`src/rtl/skid_steer_mode_and_drive_mixer_core_assert.svh`:
```
// assertion macros used by the mixer sequencer
`ifndef SKID_STEER_MODE_AND_DRIVE_MIXER_CORE_ASSERT_SVH
`define SKID_STEER_MODE_AND_DRIVE_MIXER_CORE_ASSERT_SVH

// same-cycle implication, sampled on clk, off during reset
`define SSDM_ASSERT_NOW(lbl, ante, cons, msg) \
  lbl: assert property (@(posedge clk) disable iff (!rst_n) (ante) |-> (cons)) \
    else $error(msg);

// next-cycle implication, sampled on clk, off during reset
`define SSDM_ASSERT_NEXT(lbl, ante, cons, msg) \
  lbl: assert property (@(posedge clk) disable iff (!rst_n) (ante) |=> (cons)) \
    else $error(msg);

`endif

```
`src/rtl/ssdm_pkg.sv`:
```
// types, codes and widths shared by the mixer controller and datapath
`default_nettype none

package ssdm_pkg;

  localparam int WHEEL_W   = 30;  // signed wheel speed in 1/2000 mm/s
  localparam int MAG_W     = 29;  // wheel magnitude and divisor
  localparam int PWM_W     = 8;
  localparam int NUM_W     = MAG_W + PWM_W;
  localparam int DIV_STEPS = PWM_W;
  localparam int CNT_W     = $clog2(DIV_STEPS);
  localparam int SUBUNITS  = 2000;

  localparam int IN_DATA_W  = 64;
  localparam int OUT_DATA_W = 32;
  localparam int CFG_ADDR_W = 4;
  localparam int CFG_DATA_W = 16;

  localparam logic [2:0] CMD_MANUAL_VEL = 3'd0;
  localparam logic [2:0] CMD_AUTO_VEL   = 3'd1;
  localparam logic [2:0] CMD_MODE_REQ   = 3'd2;
  localparam logic [2:0] CMD_AUX_WRITE  = 3'd3;
  localparam logic [2:0] CMD_TICK       = 3'd4;

  localparam logic [2:0] MODE_STANDBY   = 3'd0;
  localparam logic [2:0] MODE_MANUAL    = 3'd1;
  localparam logic [2:0] MODE_RECORDING = 3'd2;
  localparam logic [2:0] MODE_RETURNING = 3'd3;
  localparam logic [2:0] MODE_PARKING   = 3'd4;
  localparam logic [2:0] MODE_EMERGENCY = 3'd5;

  localparam logic [1:0] REQ_TOGGLE_MANUAL = 2'd0;
  localparam logic [1:0] REQ_PARKING       = 2'd1;
  localparam logic [1:0] REQ_RECORD_RETURN = 2'd2;
  localparam logic [1:0] REQ_CANCEL        = 2'd3;

  localparam logic [CFG_ADDR_W-1:0] REG_MAX_PWM   = 4'd0;
  localparam logic [CFG_ADDR_W-1:0] REG_TRACK     = 4'd1;
  localparam logic [CFG_ADDR_W-1:0] REG_LIN_LIMIT = 4'd2;
  localparam logic [CFG_ADDR_W-1:0] REG_ANG_LIMIT = 4'd3;

  localparam logic FRAME_STATUS = 1'b0;
  localparam logic FRAME_PWM    = 1'b1;

  localparam logic signed [15:0] PARK_SPEED = 16'sd50;

  typedef enum logic [3:0] {
    ST_IDLE,
    ST_STAT,
    ST_CLAMP,
    ST_WHEEL,
    ST_SUM,
    ST_DEN,
    ST_MUL,
    ST_DLOAD,
    ST_DIV,
    ST_PWM
  } ssdm_state_t;

  typedef struct packed {
    logic take;
    logic load_status;
    logic load_pwm;
    logic zero_pwm;
    logic clamp;
    logic wheel;
    logic sum;
    logic den;
    logic mul;
    logic dload;
    logic div_step;
    logic div_last;
    logic side;       // 0 left wheel, 1 right wheel
  } ssdm_cmd_t;

  typedef struct packed {
    logic mode_park;
    logic mode_mix;
  } ssdm_stat_t;

endpackage

`default_nettype wire

```
`src/rtl/skid_steer_mode_and_drive_mixer_core.sv`:
```
// top level of the skid-steer mode controller and drive mixer
`default_nettype none

//  channel | direction | beat fields
//  --------+-----------+-------------------------------------------------------
//  in_     | sink      | tuser: cmd; tdata: lin_vel, ang_vel, request_code,
//          |           |   measured_speed, aux_value
//  out_    | source    | tuser: frame_kind; tlast: last_of_run; tdata: status_mode,
//          |           |   aux_out, left_forward/magnitude, right_forward/magnitude
//  cfg_    | sink      | cfg_addr register index, cfg_data value, always ready
//
//  non-tick beats are applied as they are taken and in_tready stays high between them
//  a tick loads its status beat once the out_ slot is free, then the pwm beat: a zero frame
//    in standby or emergency, none in parking, and in a driving mode after four mixer stages, per wheel
//    a multiply, a load and 8 shared-divider steps, then the pwm load
//  in_tready is low from a tick until its pwm load (its status load in parking);
//    a stalled out_ beat only delays the next frame load; rst_n is synchronous

module skid_steer_mode_and_drive_mixer_core
  import ssdm_pkg::*;
(
  input  wire logic                  clk,
  input  wire logic                  rst_n,
  input  wire logic                  in_tvalid,
  output logic                       in_tready,
  // [15:0] lin_vel, [31:16] ang_vel, [33:32] request_code,
  // [49:34] measured_speed, [57:50] aux_value, rest zero
  input  wire logic [IN_DATA_W-1:0]  in_tdata,
  // [2:0] cmd
  input  wire logic [2:0]            in_tuser,
  output logic                       out_tvalid,
  input  wire logic                  out_tready,
  // [2:0] status_mode, [10:3] aux_out, [11] left_forward, [19:12] left_magnitude,
  // [20] right_forward, [28:21] right_magnitude, rest zero
  output logic [OUT_DATA_W-1:0]      out_tdata,
  // [0] frame_kind
  output logic                       out_tuser,
  output logic                       out_tlast,
  input  wire logic                  cfg_valid,
  output logic                       cfg_ready,
  input  wire logic [CFG_ADDR_W-1:0] cfg_addr,
  input  wire logic [CFG_DATA_W-1:0] cfg_data
);

  ssdm_cmd_t  cmd;
  ssdm_stat_t stat;

  // the config port is always ready; a write lands on the clock edge where cfg_valid is high
  assign cfg_ready = 1'b1;

  // sequencer: handshakes, frame order, divider step count
  ssdm_ctrl u_ctrl (
    .clk        (clk),
    .rst_n      (rst_n),
    .in_tvalid  (in_tvalid),
    .in_tuser   (in_tuser),
    .in_tready  (in_tready),
    .out_tvalid (out_tvalid),
    .out_tready (out_tready),
    .stat       (stat),
    .cmd        (cmd)
  );

  // mode state, mixer arithmetic and the output beat register
  ssdm_dp u_dp (
    .clk       (clk),
    .rst_n     (rst_n),
    .cmd       (cmd),
    .stat      (stat),
    .in_tuser  (in_tuser),
    .in_tdata  (in_tdata),
    .cfg_valid (cfg_valid),
    .cfg_addr  (cfg_addr),
    .cfg_data  (cfg_data),
    .out_tdata (out_tdata),
    .out_tuser (out_tuser),
    .out_tlast (out_tlast)
  );

endmodule

`default_nettype wire

```
`src/rtl/ssdm_ctrl.sv`:
```
// sequencer for command beats, frame emission and the shared divider
`default_nettype none

module ssdm_ctrl
  import ssdm_pkg::*;
(
  input  wire logic       clk,
  input  wire logic       rst_n,
  input  wire logic       in_tvalid,
  input  wire logic [2:0] in_tuser,
  output logic            in_tready,
  output logic            out_tvalid,
  input  wire logic       out_tready,
  input  wire ssdm_stat_t stat,
  output ssdm_cmd_t       cmd
);

  ssdm_state_t state_r, state_nxt;
  logic [CNT_W-1:0] cnt_r, cnt_nxt;
  logic side_r, side_nxt;
  logic out_valid_r, out_valid_nxt;
  logic slot_free;
  logic cnt_last;

  assign slot_free = !out_valid_r || out_tready;
  assign cnt_last  = (cnt_r == CNT_W'(DIV_STEPS - 1));

  always_ff @(posedge clk) begin
    if (!rst_n) begin
      state_r     <= ST_IDLE;
      cnt_r       <= '0;
      side_r      <= 1'b0;
      out_valid_r <= 1'b0;
    end else begin
      state_r     <= state_nxt;
      cnt_r       <= cnt_nxt;
      side_r      <= side_nxt;
      out_valid_r <= out_valid_nxt;
    end
  end

  always_comb begin
    state_nxt = state_r;
    cnt_nxt   = cnt_r;
    side_nxt  = side_r;
    cmd       = '0;
    cmd.side  = side_r;
    in_tready = 1'b0;
    unique case (state_r)
      ST_IDLE: begin
        in_tready = 1'b1;
        if (in_tvalid) begin
          cmd.take = 1'b1;
          if (in_tuser == CMD_TICK) state_nxt = ST_STAT;
        end
      end
      ST_STAT: begin
        if (slot_free) begin
          cmd.load_status = 1'b1;
          cmd.zero_pwm    = !stat.mode_mix;
          if (stat.mode_park) state_nxt = ST_IDLE;
          else if (stat.mode_mix) state_nxt = ST_CLAMP;
          else state_nxt = ST_PWM;
        end
      end
      ST_CLAMP: begin
        cmd.clamp = 1'b1;
        side_nxt  = 1'b0;
        state_nxt = ST_WHEEL;
      end
      ST_WHEEL: begin
        cmd.wheel = 1'b1;
        state_nxt = ST_SUM;
      end
      ST_SUM: begin
        cmd.sum   = 1'b1;
        state_nxt = ST_DEN;
      end
      ST_DEN: begin
        cmd.den   = 1'b1;
        state_nxt = ST_MUL;
      end
      ST_MUL: begin
        cmd.mul   = 1'b1;
        state_nxt = ST_DLOAD;
      end
      ST_DLOAD: begin
        cmd.dload = 1'b1;
        cnt_nxt   = '0;
        state_nxt = ST_DIV;
      end
      ST_DIV: begin
        cmd.div_step = 1'b1;
        cnt_nxt      = cnt_r + 1'b1;
        if (cnt_last) begin
          cmd.div_last = 1'b1;
          if (!side_r) begin
            side_nxt  = 1'b1;
            state_nxt = ST_MUL;
          end else begin
            state_nxt = ST_PWM;
          end
        end
      end
      ST_PWM: begin
        if (slot_free) begin
          cmd.load_pwm = 1'b1;
          state_nxt    = ST_IDLE;
        end
      end
      default: state_nxt = ST_IDLE;
    endcase
  end

  always_comb begin
    if (cmd.load_status || cmd.load_pwm) out_valid_nxt = 1'b1;
    else if (out_tready) out_valid_nxt = 1'b0;
    else out_valid_nxt = out_valid_r;
  end

  assign out_tvalid = out_valid_r;

`include "skid_steer_mode_and_drive_mixer_core_assert.svh"

  `SSDM_ASSERT_NEXT(a_tick_goes_status, in_tvalid && in_tready && in_tuser == CMD_TICK, state_r == ST_STAT, "tick beat did not start a status frame")
  `SSDM_ASSERT_NEXT(a_div_runs_full, state_r == ST_DIV && !cnt_last, state_r == ST_DIV && cnt_r == $past(cnt_r) + 1'b1, "divider left early")
  `SSDM_ASSERT_NOW(a_load_needs_slot, cmd.load_status || cmd.load_pwm, !out_valid_r || out_tready, "frame loaded over a waiting beat")
  `SSDM_ASSERT_NEXT(a_pwm_load_valid, cmd.load_pwm, out_tvalid && state_r == ST_IDLE, "pwm frame load lost")

endmodule

`default_nettype wire

```
`src/rtl/ssdm_dp.sv`:
```
// mode and target registers, config registers, mixer arithmetic and output register
`default_nettype none

module ssdm_dp
  import ssdm_pkg::*;
(
  input  wire logic                  clk,
  input  wire logic                  rst_n,
  input  wire ssdm_cmd_t             cmd,
  output ssdm_stat_t                 stat,
  input  wire logic [2:0]            in_tuser,
  input  wire logic [IN_DATA_W-1:0]  in_tdata,
  input  wire logic                  cfg_valid,
  input  wire logic [CFG_ADDR_W-1:0] cfg_addr,
  input  wire logic [CFG_DATA_W-1:0] cfg_data,
  output logic [OUT_DATA_W-1:0]      out_tdata,
  output logic                       out_tuser,
  output logic                       out_tlast
);

  // input fields
  logic signed [15:0] lin_vel, ang_vel, meas;
  logic [1:0] req;
  logic [7:0] aux_in;

  assign lin_vel = $signed(in_tdata[15:0]);
  assign ang_vel = $signed(in_tdata[31:16]);
  assign req     = in_tdata[33:32];
  assign meas    = $signed(in_tdata[49:34]);
  assign aux_in  = in_tdata[57:50];

  // config
  logic [7:0]  max_pwm_r;
  logic [11:0] track_r;
  logic [14:0] lin_lim_r;
  logic [15:0] ang_lim_r;

  always_ff @(posedge clk) begin
    if (!rst_n) begin
      max_pwm_r <= 8'd255;
      track_r   <= 12'd130;
      lin_lim_r <= 15'd880;
      ang_lim_r <= 16'd236;
    end else if (cfg_valid) begin
      unique case (cfg_addr)
        REG_MAX_PWM:   max_pwm_r <= cfg_data[7:0];
        REG_TRACK:     track_r   <= cfg_data[11:0];
        REG_LIN_LIMIT: lin_lim_r <= cfg_data[14:0];
        REG_ANG_LIMIT: ang_lim_r <= cfg_data;
        default: ;
      endcase
    end
  end

  // vehicle state
  logic [2:0] mode_r, mode_nxt, mode_req;
  logic signed [15:0] tlin_r, tlin_nxt, tang_r, tang_nxt;
  logic [7:0] aux_r, aux_nxt;

  always_comb begin
    mode_req = mode_r;
    unique case (req)
      REQ_TOGGLE_MANUAL: begin
        if (mode_r == MODE_STANDBY) mode_req = MODE_MANUAL;
        else if (mode_r == MODE_MANUAL) mode_req = MODE_STANDBY;
      end
      REQ_PARKING: begin
        if (mode_r == MODE_MANUAL && meas < PARK_SPEED && meas > -PARK_SPEED)
          mode_req = MODE_PARKING;
      end
      REQ_RECORD_RETURN: begin
        if (mode_r == MODE_MANUAL) mode_req = MODE_RECORDING;
        else if (mode_r == MODE_RECORDING) mode_req = MODE_RETURNING;
      end
      REQ_CANCEL: begin
        if (mode_r != MODE_STANDBY && mode_r != MODE_MANUAL) mode_req = MODE_MANUAL;
      end
      default: ;
    endcase
  end

  always_comb begin
    mode_nxt = mode_r;
    tlin_nxt = tlin_r;
    tang_nxt = tang_r;
    aux_nxt  = aux_r;
    if (cmd.take) begin
      unique case (in_tuser)
        CMD_MANUAL_VEL: begin
          if (mode_r == MODE_MANUAL || mode_r == MODE_RECORDING) begin
            tlin_nxt = lin_vel;
            tang_nxt = ang_vel;
          end
        end
        CMD_AUTO_VEL: begin
          if (mode_r == MODE_RETURNING || mode_r == MODE_PARKING) begin
            tlin_nxt = lin_vel;
            tang_nxt = ang_vel;
          end
        end
        CMD_MODE_REQ: begin
          if (mode_req != mode_r) begin
            mode_nxt = mode_req;
            tlin_nxt = '0;
            tang_nxt = '0;
          end
        end
        CMD_AUX_WRITE: aux_nxt = aux_in;
        default: ;
      endcase
    end
  end

  always_ff @(posedge clk) begin
    if (!rst_n) begin
      mode_r <= MODE_STANDBY;
      tlin_r <= '0;
      tang_r <= '0;
      aux_r  <= '0;
    end else begin
      mode_r <= mode_nxt;
      tlin_r <= tlin_nxt;
      tang_r <= tang_nxt;
      aux_r  <= aux_nxt;
    end
  end

  assign stat.mode_park = (mode_r == MODE_PARKING);
  assign stat.mode_mix  = (mode_r == MODE_MANUAL) || (mode_r == MODE_RECORDING) ||
                          (mode_r == MODE_RETURNING);

  // clamp stage
  logic signed [17:0] v18, w18, vlim18, wlim18;
  logic signed [15:0] vc_r;
  logic signed [16:0] wc_r;

  assign v18    = 18'(tlin_r);
  assign w18    = 18'(tang_r);
  assign vlim18 = $signed({3'b000, lin_lim_r});
  assign wlim18 = $signed({2'b00, ang_lim_r});

  always_ff @(posedge clk) begin
    if (cmd.clamp) begin
      if (v18 > vlim18) vc_r <= vlim18[15:0];
      else if (v18 < -vlim18) vc_r <= 16'(-vlim18);
      else vc_r <= tlin_r;
      if (w18 > wlim18) wc_r <= wlim18[16:0];
      else if (w18 < -wlim18) wc_r <= 17'(-wlim18);
      else wc_r <= 17'(tang_r);
    end
  end

  // wheel terms
  localparam logic signed [WHEEL_W-1:0] SUB_S = WHEEL_W'(SUBUNITS);
  logic signed [WHEEL_W-1:0] vterm_r, wterm_r;

  always_ff @(posedge clk) begin
    if (cmd.wheel) begin
      vterm_r <= WHEEL_W'(vc_r) * SUB_S;
      wterm_r <= WHEEL_W'(wc_r) * WHEEL_W'($signed({1'b0, track_r}));
    end
  end

  // wheel speeds, magnitudes and full scale
  logic signed [WHEEL_W-1:0] vl, vr, vl_abs, vr_abs;
  logic [MAG_W-1:0] al_r, ar_r, full_r, den_r;
  logic neg_l_r, neg_r_r, den_zero_r;

  assign vl     = vterm_r - wterm_r;
  assign vr     = vterm_r + wterm_r;
  assign vl_abs = vl[WHEEL_W-1] ? -vl : vl;
  assign vr_abs = vr[WHEEL_W-1] ? -vr : vr;

  always_ff @(posedge clk) begin
    if (cmd.sum) begin
      al_r    <= vl_abs[MAG_W-1:0];
      ar_r    <= vr_abs[MAG_W-1:0];
      neg_l_r <= vl[WHEEL_W-1];
      neg_r_r <= vr[WHEEL_W-1];
      full_r  <= MAG_W'(lin_lim_r) * MAG_W'(SUBUNITS);
    end
  end

  // divisor is the largest of full scale and both wheel magnitudes, or zero if full scale is zero
  logic [MAG_W-1:0] den_ab;
  assign den_ab = (al_r > ar_r) ? al_r : ar_r;

  always_ff @(posedge clk) begin
    if (cmd.den) begin
      den_zero_r <= (full_r == '0);
      if (full_r == '0) den_r <= '0;
      else den_r <= (den_ab > full_r) ? den_ab : full_r;
    end
  end

  // product with max pwm, then restoring division, one quotient bit a cycle
  logic [NUM_W-1:0] num_r;
  logic [MAG_W-1:0] rem_r;
  logic [PWM_W-1:0] lo_r, q_r, q_nxt;
  logic [MAG_W:0]   trial, trial_sub;
  logic             ge;

  always_ff @(posedge clk) begin
    if (cmd.mul) begin
      num_r <= NUM_W'(cmd.side ? ar_r : al_r) * NUM_W'(max_pwm_r);
    end
  end

  assign trial     = {rem_r, lo_r[PWM_W-1]};
  assign ge        = (trial >= {1'b0, den_r});
  assign trial_sub = trial - {1'b0, den_r};
  assign q_nxt     = {q_r[PWM_W-2:0], ge};

  always_ff @(posedge clk) begin
    if (cmd.dload) begin
      rem_r <= num_r[NUM_W-1:PWM_W];
      lo_r  <= num_r[PWM_W-1:0];
      q_r   <= '0;
    end else if (cmd.div_step) begin
      rem_r <= ge ? trial_sub[MAG_W-1:0] : trial[MAG_W-1:0];
      lo_r  <= {lo_r[PWM_W-2:0], 1'b0};
      q_r   <= q_nxt;
    end
  end

  // per-wheel results
  logic [PWM_W-1:0] mag_new, lmag_r, rmag_r;
  logic lfwd_r, rfwd_r, neg_sel;

  assign mag_new = den_zero_r ? '0 : q_nxt;
  assign neg_sel = cmd.side ? neg_r_r : neg_l_r;

  always_ff @(posedge clk) begin
    if (cmd.zero_pwm) begin
      lmag_r <= '0;
      rmag_r <= '0;
      lfwd_r <= 1'b1;
      rfwd_r <= 1'b1;
    end else if (cmd.div_last) begin
      if (cmd.side) begin
        rmag_r <= mag_new;
        rfwd_r <= !neg_sel || (mag_new == '0);
      end else begin
        lmag_r <= mag_new;
        lfwd_r <= !neg_sel || (mag_new == '0);
      end
    end
  end

  // output register
  always_ff @(posedge clk) begin
    if (cmd.load_status) begin
      out_tdata <= OUT_DATA_W'({aux_r, mode_r});
      out_tuser <= FRAME_STATUS;
      out_tlast <= stat.mode_park;
    end else if (cmd.load_pwm) begin
      out_tdata <= OUT_DATA_W'({rmag_r, rfwd_r, lmag_r, lfwd_r, 11'd0});
      out_tuser <= FRAME_PWM;
      out_tlast <= 1'b1;
    end
  end

endmodule

`default_nettype wire
```
`config.mk`:
```
export PLATFORM = sky130hd
export DESIGN_NAME = skid_steer_mode_and_drive_mixer_core
export DESIGN_NICKNAME = d
export VERILOG_FILES = /design/src/rtl/ssdm_pkg.sv /design/src/rtl/skid_steer_mode_and_drive_mixer_core.sv /design/src/rtl/ssdm_ctrl.sv /design/src/rtl/ssdm_dp.sv
export VERILOG_INCLUDE_DIRS = /design/src /design/src/rtl
export SDC_FILE = /design/constraint.sdc
export NUM_CORES = 2
export LEC_CHECK = 0
export BUFFER_PORTS_ARGS = -buffer_cell sky130_fd_sc_hd__buf_2
export CAP_MARGIN = 20
export CELL_PAD_IN_SITES_DETAIL_PLACEMENT = 1
export CELL_PAD_IN_SITES_GLOBAL_PLACEMENT = 2
export CORE_MARGIN = 8
export CORE_UTILIZATION = 42
export CTS_BUF_LIST = sky130_fd_sc_hd__clkbuf_16
export CTS_CLUSTER_SIZE = 16
export DETAILED_ROUTE_END_ITERATION = 7
export GPL_ROUTABILITY_DRIVEN = 0
export PLACE_DENSITY = 0.89
export SETUP_SLACK_MARGIN = 0.02
export SLEW_MARGIN = 10
export SYNTH_ARGS = -nofsm -noshare
export SYNTH_HDL_FRONTEND = slang
export SYNTH_SLANG_ARGS = --single-unit
```
`constraint.sdc`:
```
create_clock -name clk -period 9.65 [get_ports clk]
set_input_delay 0.4825 -clock clk [delete_from_list [all_inputs] [get_ports clk]]
set_output_delay 0.4825 -clock clk [all_outputs]
set_load 0.03 [all_outputs]
```
Yosys cells after proc, flatten, opt, wreduce, memory -nomap -nowiden
Cells that the tools add are included.

word-level totals
  register bits = 434
  input bits = 92
  output and inout port bits = 37
  word-level logic and storage cells = 197

cells by class
  add/subtract/negate cells = 8
  multipliers = 4
  magnitude comparators = 9
  equality and inequality tests = 34
  multiplexer cells = 64
  bitwise logic cells = 2
  reduce and logical (&&, ||, !) cells = 38

operator list
  cell                                                                  number
  29-bit two-way mux                                                    7
  16-bit two-way mux                                                    7
  16-bit case mux with 3 select lines                                   2
  29-bit negation                                                       2
  4-bit case mux with 10 select lines                                   1
  37-bit by 8-bit multiplier with 37-bit output                         1
  16-bit by 18-bit < comparator with 1-bit output                       2
  4-bit two-way mux                                                     8
  30-bit adder                                                          1
  30-bit by 29-bit >= comparator with 1-bit output                      1
  17-bit by 13-bit multiplier with 30-bit output                        1
  30-bit subtractor                                                     1
  29-bit by 26-bit > comparator with 1-bit output                       1
  29-bit > comparator                                                   1
  29-bit zero test                                                      1
  29-bit subtractor                                                     1
  26-bit two-way mux                                                    1
  16-bit by 8-bit multiplier with 24-bit output, second input constant  1
  8-bit two-way mux                                                     3
  15-bit by 7-bit multiplier with 22-bit output, second input constant  1
  11-bit two-way mux                                                    2
  1-bit two-way mux                                                     21
  3-bit two-way mux                                                     6
  15-bit negation with 18-bit output                                    1
  39 further kinds                                                      85

Longest topological paths before layout
  word-level depth = 8
  mapped depth = 26
  gate-level depth less buffers = 24

Modules after synthesis
From an unflattened synthesis, not the netlist that was laid out.

second synthesis, totals
  cells, all modules = 4780
  area total of the unflattened synthesis = 45937.8 µm²

by module, submodules not included
  module                                times used  cells an instance  area each (µm²)  sequential area each (µm²)
  ssdm_dp                               1           4696               45298.4          11290.8
  ssdm_ctrl                             1           82                 628.1            180.2
  skid_steer_mode_and_drive_mixer_core  1           2                  11.3             0.0

Least setup slack after synthesis
OpenSTA, ideal clock, no wires.

  kind = register -> register
  from = reg u_ctrl.state_r[1]
  to = reg u_dp.al_r[10], enable pin
  library setup time = 620 ps
  arrival time = 6144 ps
  data required time = 9030 ps
  path slack = 2887 ps
  cell stages (with the launch flop) = 4
  buffers on the path = 1
  clock period less this slack = 6763 ps
  cells stage by stage = dfxtp_1 > clkbuf_1 > nand2b_1 > nor3_1

between the ends
  cells in the longest elaborated chain, start to end = 2

ends and longest elaborated chain
  element                                   line             text
  start, declared                           ssdm_ctrl.sv:18  ssdm_state_t state_r, state_nxt;
  start signal, assigned                    ssdm_ctrl.sv:35  state_r <= state_nxt;
  4-bit by 3-bit == test with 1-bit output  ssdm_ctrl.sv:49  unique case (state_r)
  1-bit two-way mux                         ssdm_ctrl.sv:49
  end signal, assigned                      ssdm_dp.sv:176   al_r <= vl_abs[MAG_W-1:0];
  end, declared                             ssdm_dp.sv:166   logic [MAG_W-1:0] al_r, ar_r, full_r, den_r;

No other way between the ends.
A chain may end at the register's enable or synchronous reset.

Worst setup path after layout
  from = reg u_ctrl.side_r
  to = reg u_dp.num_r[33], data pin

between the ends
  cells in the longest elaborated chain, start to end = 2

ends and longest elaborated chain
  element                                        line             text
  start, declared                                ssdm_ctrl.sv:20  logic side_r, side_nxt;
  start signal, assigned                         ssdm_ctrl.sv:37  side_r <= side_nxt;
  29-bit two-way mux                             ssdm_dp.sv:205   num_r <= NUM_W'(cmd.side ? ar_r : al_r) * NUM_W'(max_pwm_r);
  37-bit by 8-bit multiplier with 37-bit output  ssdm_dp.sv:205
  end signal, assigned                           ssdm_dp.sv:205
  end, declared                                  ssdm_dp.sv:197   logic [NUM_W-1:0] num_r;

No other way between the ends.

==> metrics.txt <==
vias in the first global route=36600; kind of start point of the critical path=flip-flop; worst slack at placement=2.34 ns; hold buffer count at CTS=0; dominant cells by area after synthesis=sky130_fd_sc_hd__fa_1 21%, sky130_fd_sc_hd__edfxtp_1 19%, sky130_fd_sc_hd__ha_1 13%; layout net count=5777; global-route congestion overflow total=0; die footprint=around 120000 µm²; data required time at the worst endpoint=10.00 ns; count of instances resized after the clock tree is built=0; Starting Density=42.1%; syn avg cell area=roughly 9.5 µm²; residual antenna-violating net count after detailed routing=0; TritonCTS buffer count=50; clock latency on the worst-skew pair=0.65 ns; most common flop cell mapped by yosys=sky130_fd_sc_hd__edfxtp_1; PnR worst setup slack=2.26 ns; RSZ-0062 raised after global routing=no; async set-reset flop share out of synthesis=0%; boundary pin count=approximately 130; width of the die=343 µm; residual DRC count=0; Overall Global Routing Usage=between 20% and 30%; total of endpoints with negative setup slack in the final report=0; routed length per instance=about 19 µm; max-slew violation count=0; Pwr per Cell Area=between 100 and 150 nW/µm²; Yosys top cell by area=sky130_fd_sc_hd__fa_1; clock slew at reported path FFs=roughly 0.06 ns; number of synthesis warnings=0; Slew HR=between 20% and 30%; Peak VDD IR=152 µV; first-pass GRT wire length=195 mm; distinct cell type count after synthesis=80; master cell of the clock root buffer=sky130_fd_sc_hd__clkbuf_16; maximum operating frequency=135 MHz; vias per cell=5.31; data arrival time of the worst path=7.73 ns; Finished Core Util=45.5%; Critical Path End Type=flip-flop; compound-gate portion of the synthesized area=11.5%; vias=33000; slew at the pin closest to its max-slew limit=about 1.1 ns; area growth from synthesis to layout=8.06%; DRT Wirelength=approximately 120 mm; first-iteration detailed-routing DRC count=1588; number of max-capacitance violations reported=0; cells after synthesis=between 4000 and 5000; initial antenna violation count=3; critical path class=flip-flop to flip-flop; total half-perimeter wirelength after legalization and detailed placement=97.8 mm; mux share of post-synthesis cell area=2.42%; proportion of layout cells with a drive suffix above 1=6.40%; Port-buffer cells=118; result of the run=completed; y dimension of the die=343 µm; maximum number of pins on one net before global-route repair=just under 80; synthesized area=44900 µm²; simple-gate portion of the synthesized area=14.9%; non-filler instance count after layout=6216; xor/xnor share of the synthesized area=4.72%; maximum clock skew at final layout=0.0690 ns; CTS H-tree lvls=2; ratio of final minimum period to clock period=76.5%; main combinational cell family by area after synthesis=adder cells; worst-case clock buffer depth=3; Final Hold Viols=0; first-pass detailed-route iteration total=5; fraction of the yosys area taken by sequential cells=between 20% and 30%; total setup buffers inserted after CTS=0; post-layout minimum cycle time=roughly 7.4 ns; Max FO, Critical Path=28; share of synthesized cell area in full adder, half adder and majority cells=33.2%; final-layout fill cell count=roughly 12000; Cell Rows=120; Hold Path Class=primary input to flip-flop; number of enable-type register cells in the synthesized netlist=284; TritonCTS clock tree=done; leakage power=between 20 and 25 nW; final-layout setup total negative slack=0 ns; total of flip-flops plus latches after synthesis=431; core footprint=107000 µm²; total number of clock tree sinks=431; Inst Count DP=6119; number of antenna cells inserted=0; portion of synthesized cell area occupied by the leading cell type=20.6%
## cell usage after synthesis, types with 8 or more instances
cell type,n
sky130_fd_sc_hd__a22o_1,49
sky130_fd_sc_hd__buf_1,13
sky130_fd_sc_hd__nand2b_1,65
sky130_fd_sc_hd__or2_2,14
sky130_fd_sc_hd__mux2_2,30
sky130_fd_sc_hd__o22ai_1,20
sky130_fd_sc_hd__nor4_1,23
sky130_fd_sc_hd__and2_1,153
sky130_fd_sc_hd__o31a_1,9
sky130_fd_sc_hd__clkbuf_1,162
sky130_fd_sc_hd__a211o_1,8
sky130_fd_sc_hd__or3_1,15
sky130_fd_sc_hd__mux2i_1,75
sky130_fd_sc_hd__ha_1,452
sky130_fd_sc_hd__nor2b_1,184
sky130_fd_sc_hd__fa_1,462
sky130_fd_sc_hd__a21o_1,82
sky130_fd_sc_hd__o211ai_1,21
sky130_fd_sc_hd__or4_1,8
sky130_fd_sc_hd__o31ai_1,19
sky130_fd_sc_hd__nor2_1,267
sky130_fd_sc_hd__a21oi_1,272
sky130_fd_sc_hd__nand4_1,32
sky130_fd_sc_hd__nor3b_1,16
sky130_fd_sc_hd__dfxtp_1,147
sky130_fd_sc_hd__nand3_1,66
sky130_fd_sc_hd__o21ai_0,110
sky130_fd_sc_hd__xor2_1,56
sky130_fd_sc_hd__nor3_1,66
sky130_fd_sc_hd__a211oi_1,30
sky130_fd_sc_hd__xnor2_1,186
sky130_fd_sc_hd__o21a_1,33
sky130_fd_sc_hd__inv_1,740
sky130_fd_sc_hd__nand2_1,389
sky130_fd_sc_hd__a2bb2oi_1,8
sky130_fd_sc_hd__and3_1,21
sky130_fd_sc_hd__edfxtp_1,284
sky130_fd_sc_hd__o21bai_1,35
sky130_fd_sc_hd__a31oi_1,22
## where the power goes
group	internal, W	switching, W	total (W)	leakage, nW
registers	0.00202	0.0000209	0.00204	3.75
clock network	0.00105	0.000847	0.00189	0.842
logic	0.000466	0.000669	0.00113	17.2
## critical path, cell delays in order, from the launching register on
cell	delay [ns]
sky130_fd_sc_hd__dfxtp_2	0.47
sky130_fd_sc_hd__buf_4	0.48
sky130_fd_sc_hd__mux2i_1	0.97
sky130_fd_sc_hd__nand2b_1	0.23
sky130_fd_sc_hd__fa_1	0.43
sky130_fd_sc_hd__fa_1	0.49
sky130_fd_sc_hd__inv_1	0.06
sky130_fd_sc_hd__fa_1	0.53
sky130_fd_sc_hd__inv_1	0.06
sky130_fd_sc_hd__fa_1	0.52
sky130_fd_sc_hd__inv_1	0.04
sky130_fd_sc_hd__ha_1	0.32
sky130_fd_sc_hd__a21boi_0	0.27
sky130_fd_sc_hd__o21ai_0	0.16
sky130_fd_sc_hd__a21oi_1	0.23
sky130_fd_sc_hd__o21bai_1	0.16
sky130_fd_sc_hd__a31oi_1	0.42
sky130_fd_sc_hd__a22oi_1	0.15
sky130_fd_sc_hd__a211o_1	0.33
sky130_fd_sc_hd__a21oi_1	0.35
sky130_fd_sc_hd__mux2i_1	0.24
sky130_fd_sc_hd__o2111ai_1	0.13
## per-layer routing
layer / vias to the layer above / global-route usage, % / wire [µm]
met5: - / 0 / 20
met4: 2 / 7.61 / 4900
met3: 193 / 1.96 / 2970
li1: 15700 / - / -
met1: 16700 / 24.9 / 51700
met2: 445 / 37.6 / 61100
## cell families after synthesis
family,Yosys count
AOI/OAI and AO/OA,790
and+or+nand+nor,1340
other,2
adders and majority gates,914
muxes,105
xor gates and xnor gates,242
DFF,431
buffers and inverters,921
## registers in the layout, indices dropped and copies added, names as in the netlist, 8 cells and up
signal and cells:
u_dp.den_r 29, u_dp.lmag_r 8, u_dp.wc_r 17, u_dp.wterm_r 30
u_dp.ang_lim_r 16, u_dp.vterm_r 24, u_dp.lo_r 8, u_dp.out_tdata 29
u_dp.vc_r 16, u_dp.max_pwm_r 8, u_dp.tang_r 16, u_dp.num_r 37
u_dp.lin_lim_r 15, u_dp.rmag_r 8, u_dp.tlin_r 16, u_dp.full_r 22
u_dp.aux_r 8, u_dp.ar_r 29, u_dp.track_r 12, u_dp.rem_r 29
u_dp.al_r 28
## layout make-up
cell class,instances,area [µm²],share of cell area (%)
repair buffers,153,853,1.76
clock buffers,52,1300,2.68
clock inverters,42,334,0.689
well taps,1403,1760,3.62
flip-flops and latches,431,11500,23.6
inverters,740,2780,5.73
multi-input cells,3395,30000,61.9
## path summary, 6_finish.rpt
check,start,endpoint,slack [ns],depth (start not counted)
setup / recovery,u_ctrl.side_r$_SDFFE_PN0P_,u_dp.num_r[33]$_DFFE_PP_,2.26,21
hold / removal,in_tdata[8],u_dp.tlin_r[8]$_SDFFE_PN0P_,0.05,2
setup reg to reg,u_ctrl.side_r$_SDFFE_PN0P_,u_dp.num_r[33]$_DFFE_PP_,2.26,21
hold reg to reg,u_dp.out_tuser$_SDFFE_PP0P_,u_dp.out_tuser$_SDFFE_PP0P_,0.45,1
## per-stage QoR
stage	power, W	instance area, µm²	hold slack, ns
after floorplan	0.00290	44900	0.437
after global placement	0.00318	46900	0.428
after detailed placement	0.00323	46900	0.441
after CTS	0.00514	48500	0.0212
after global routing	0.00532	48500	0.0298
final	0.00507	48500	0.0522
## cells in the final DEF (no fill, tap or decap), types with 118 or more instances in the layout
cell,count
sky130_fd_sc_hd__a21oi_1,271
sky130_fd_sc_hd__and2_1,153
sky130_fd_sc_hd__buf_2,118
sky130_fd_sc_hd__dfxtp_1,146
sky130_fd_sc_hd__edfxtp_1,284
sky130_fd_sc_hd__fa_1,462
sky130_fd_sc_hd__ha_1,452
sky130_fd_sc_hd__inv_1,750
sky130_fd_sc_hd__nand2_1,389
sky130_fd_sc_hd__nor2_1,263
sky130_fd_sc_hd__nor2b_1,184
sky130_fd_sc_hd__xnor2_1,186
No activity file was read; power rests on OpenSTA's default activity.
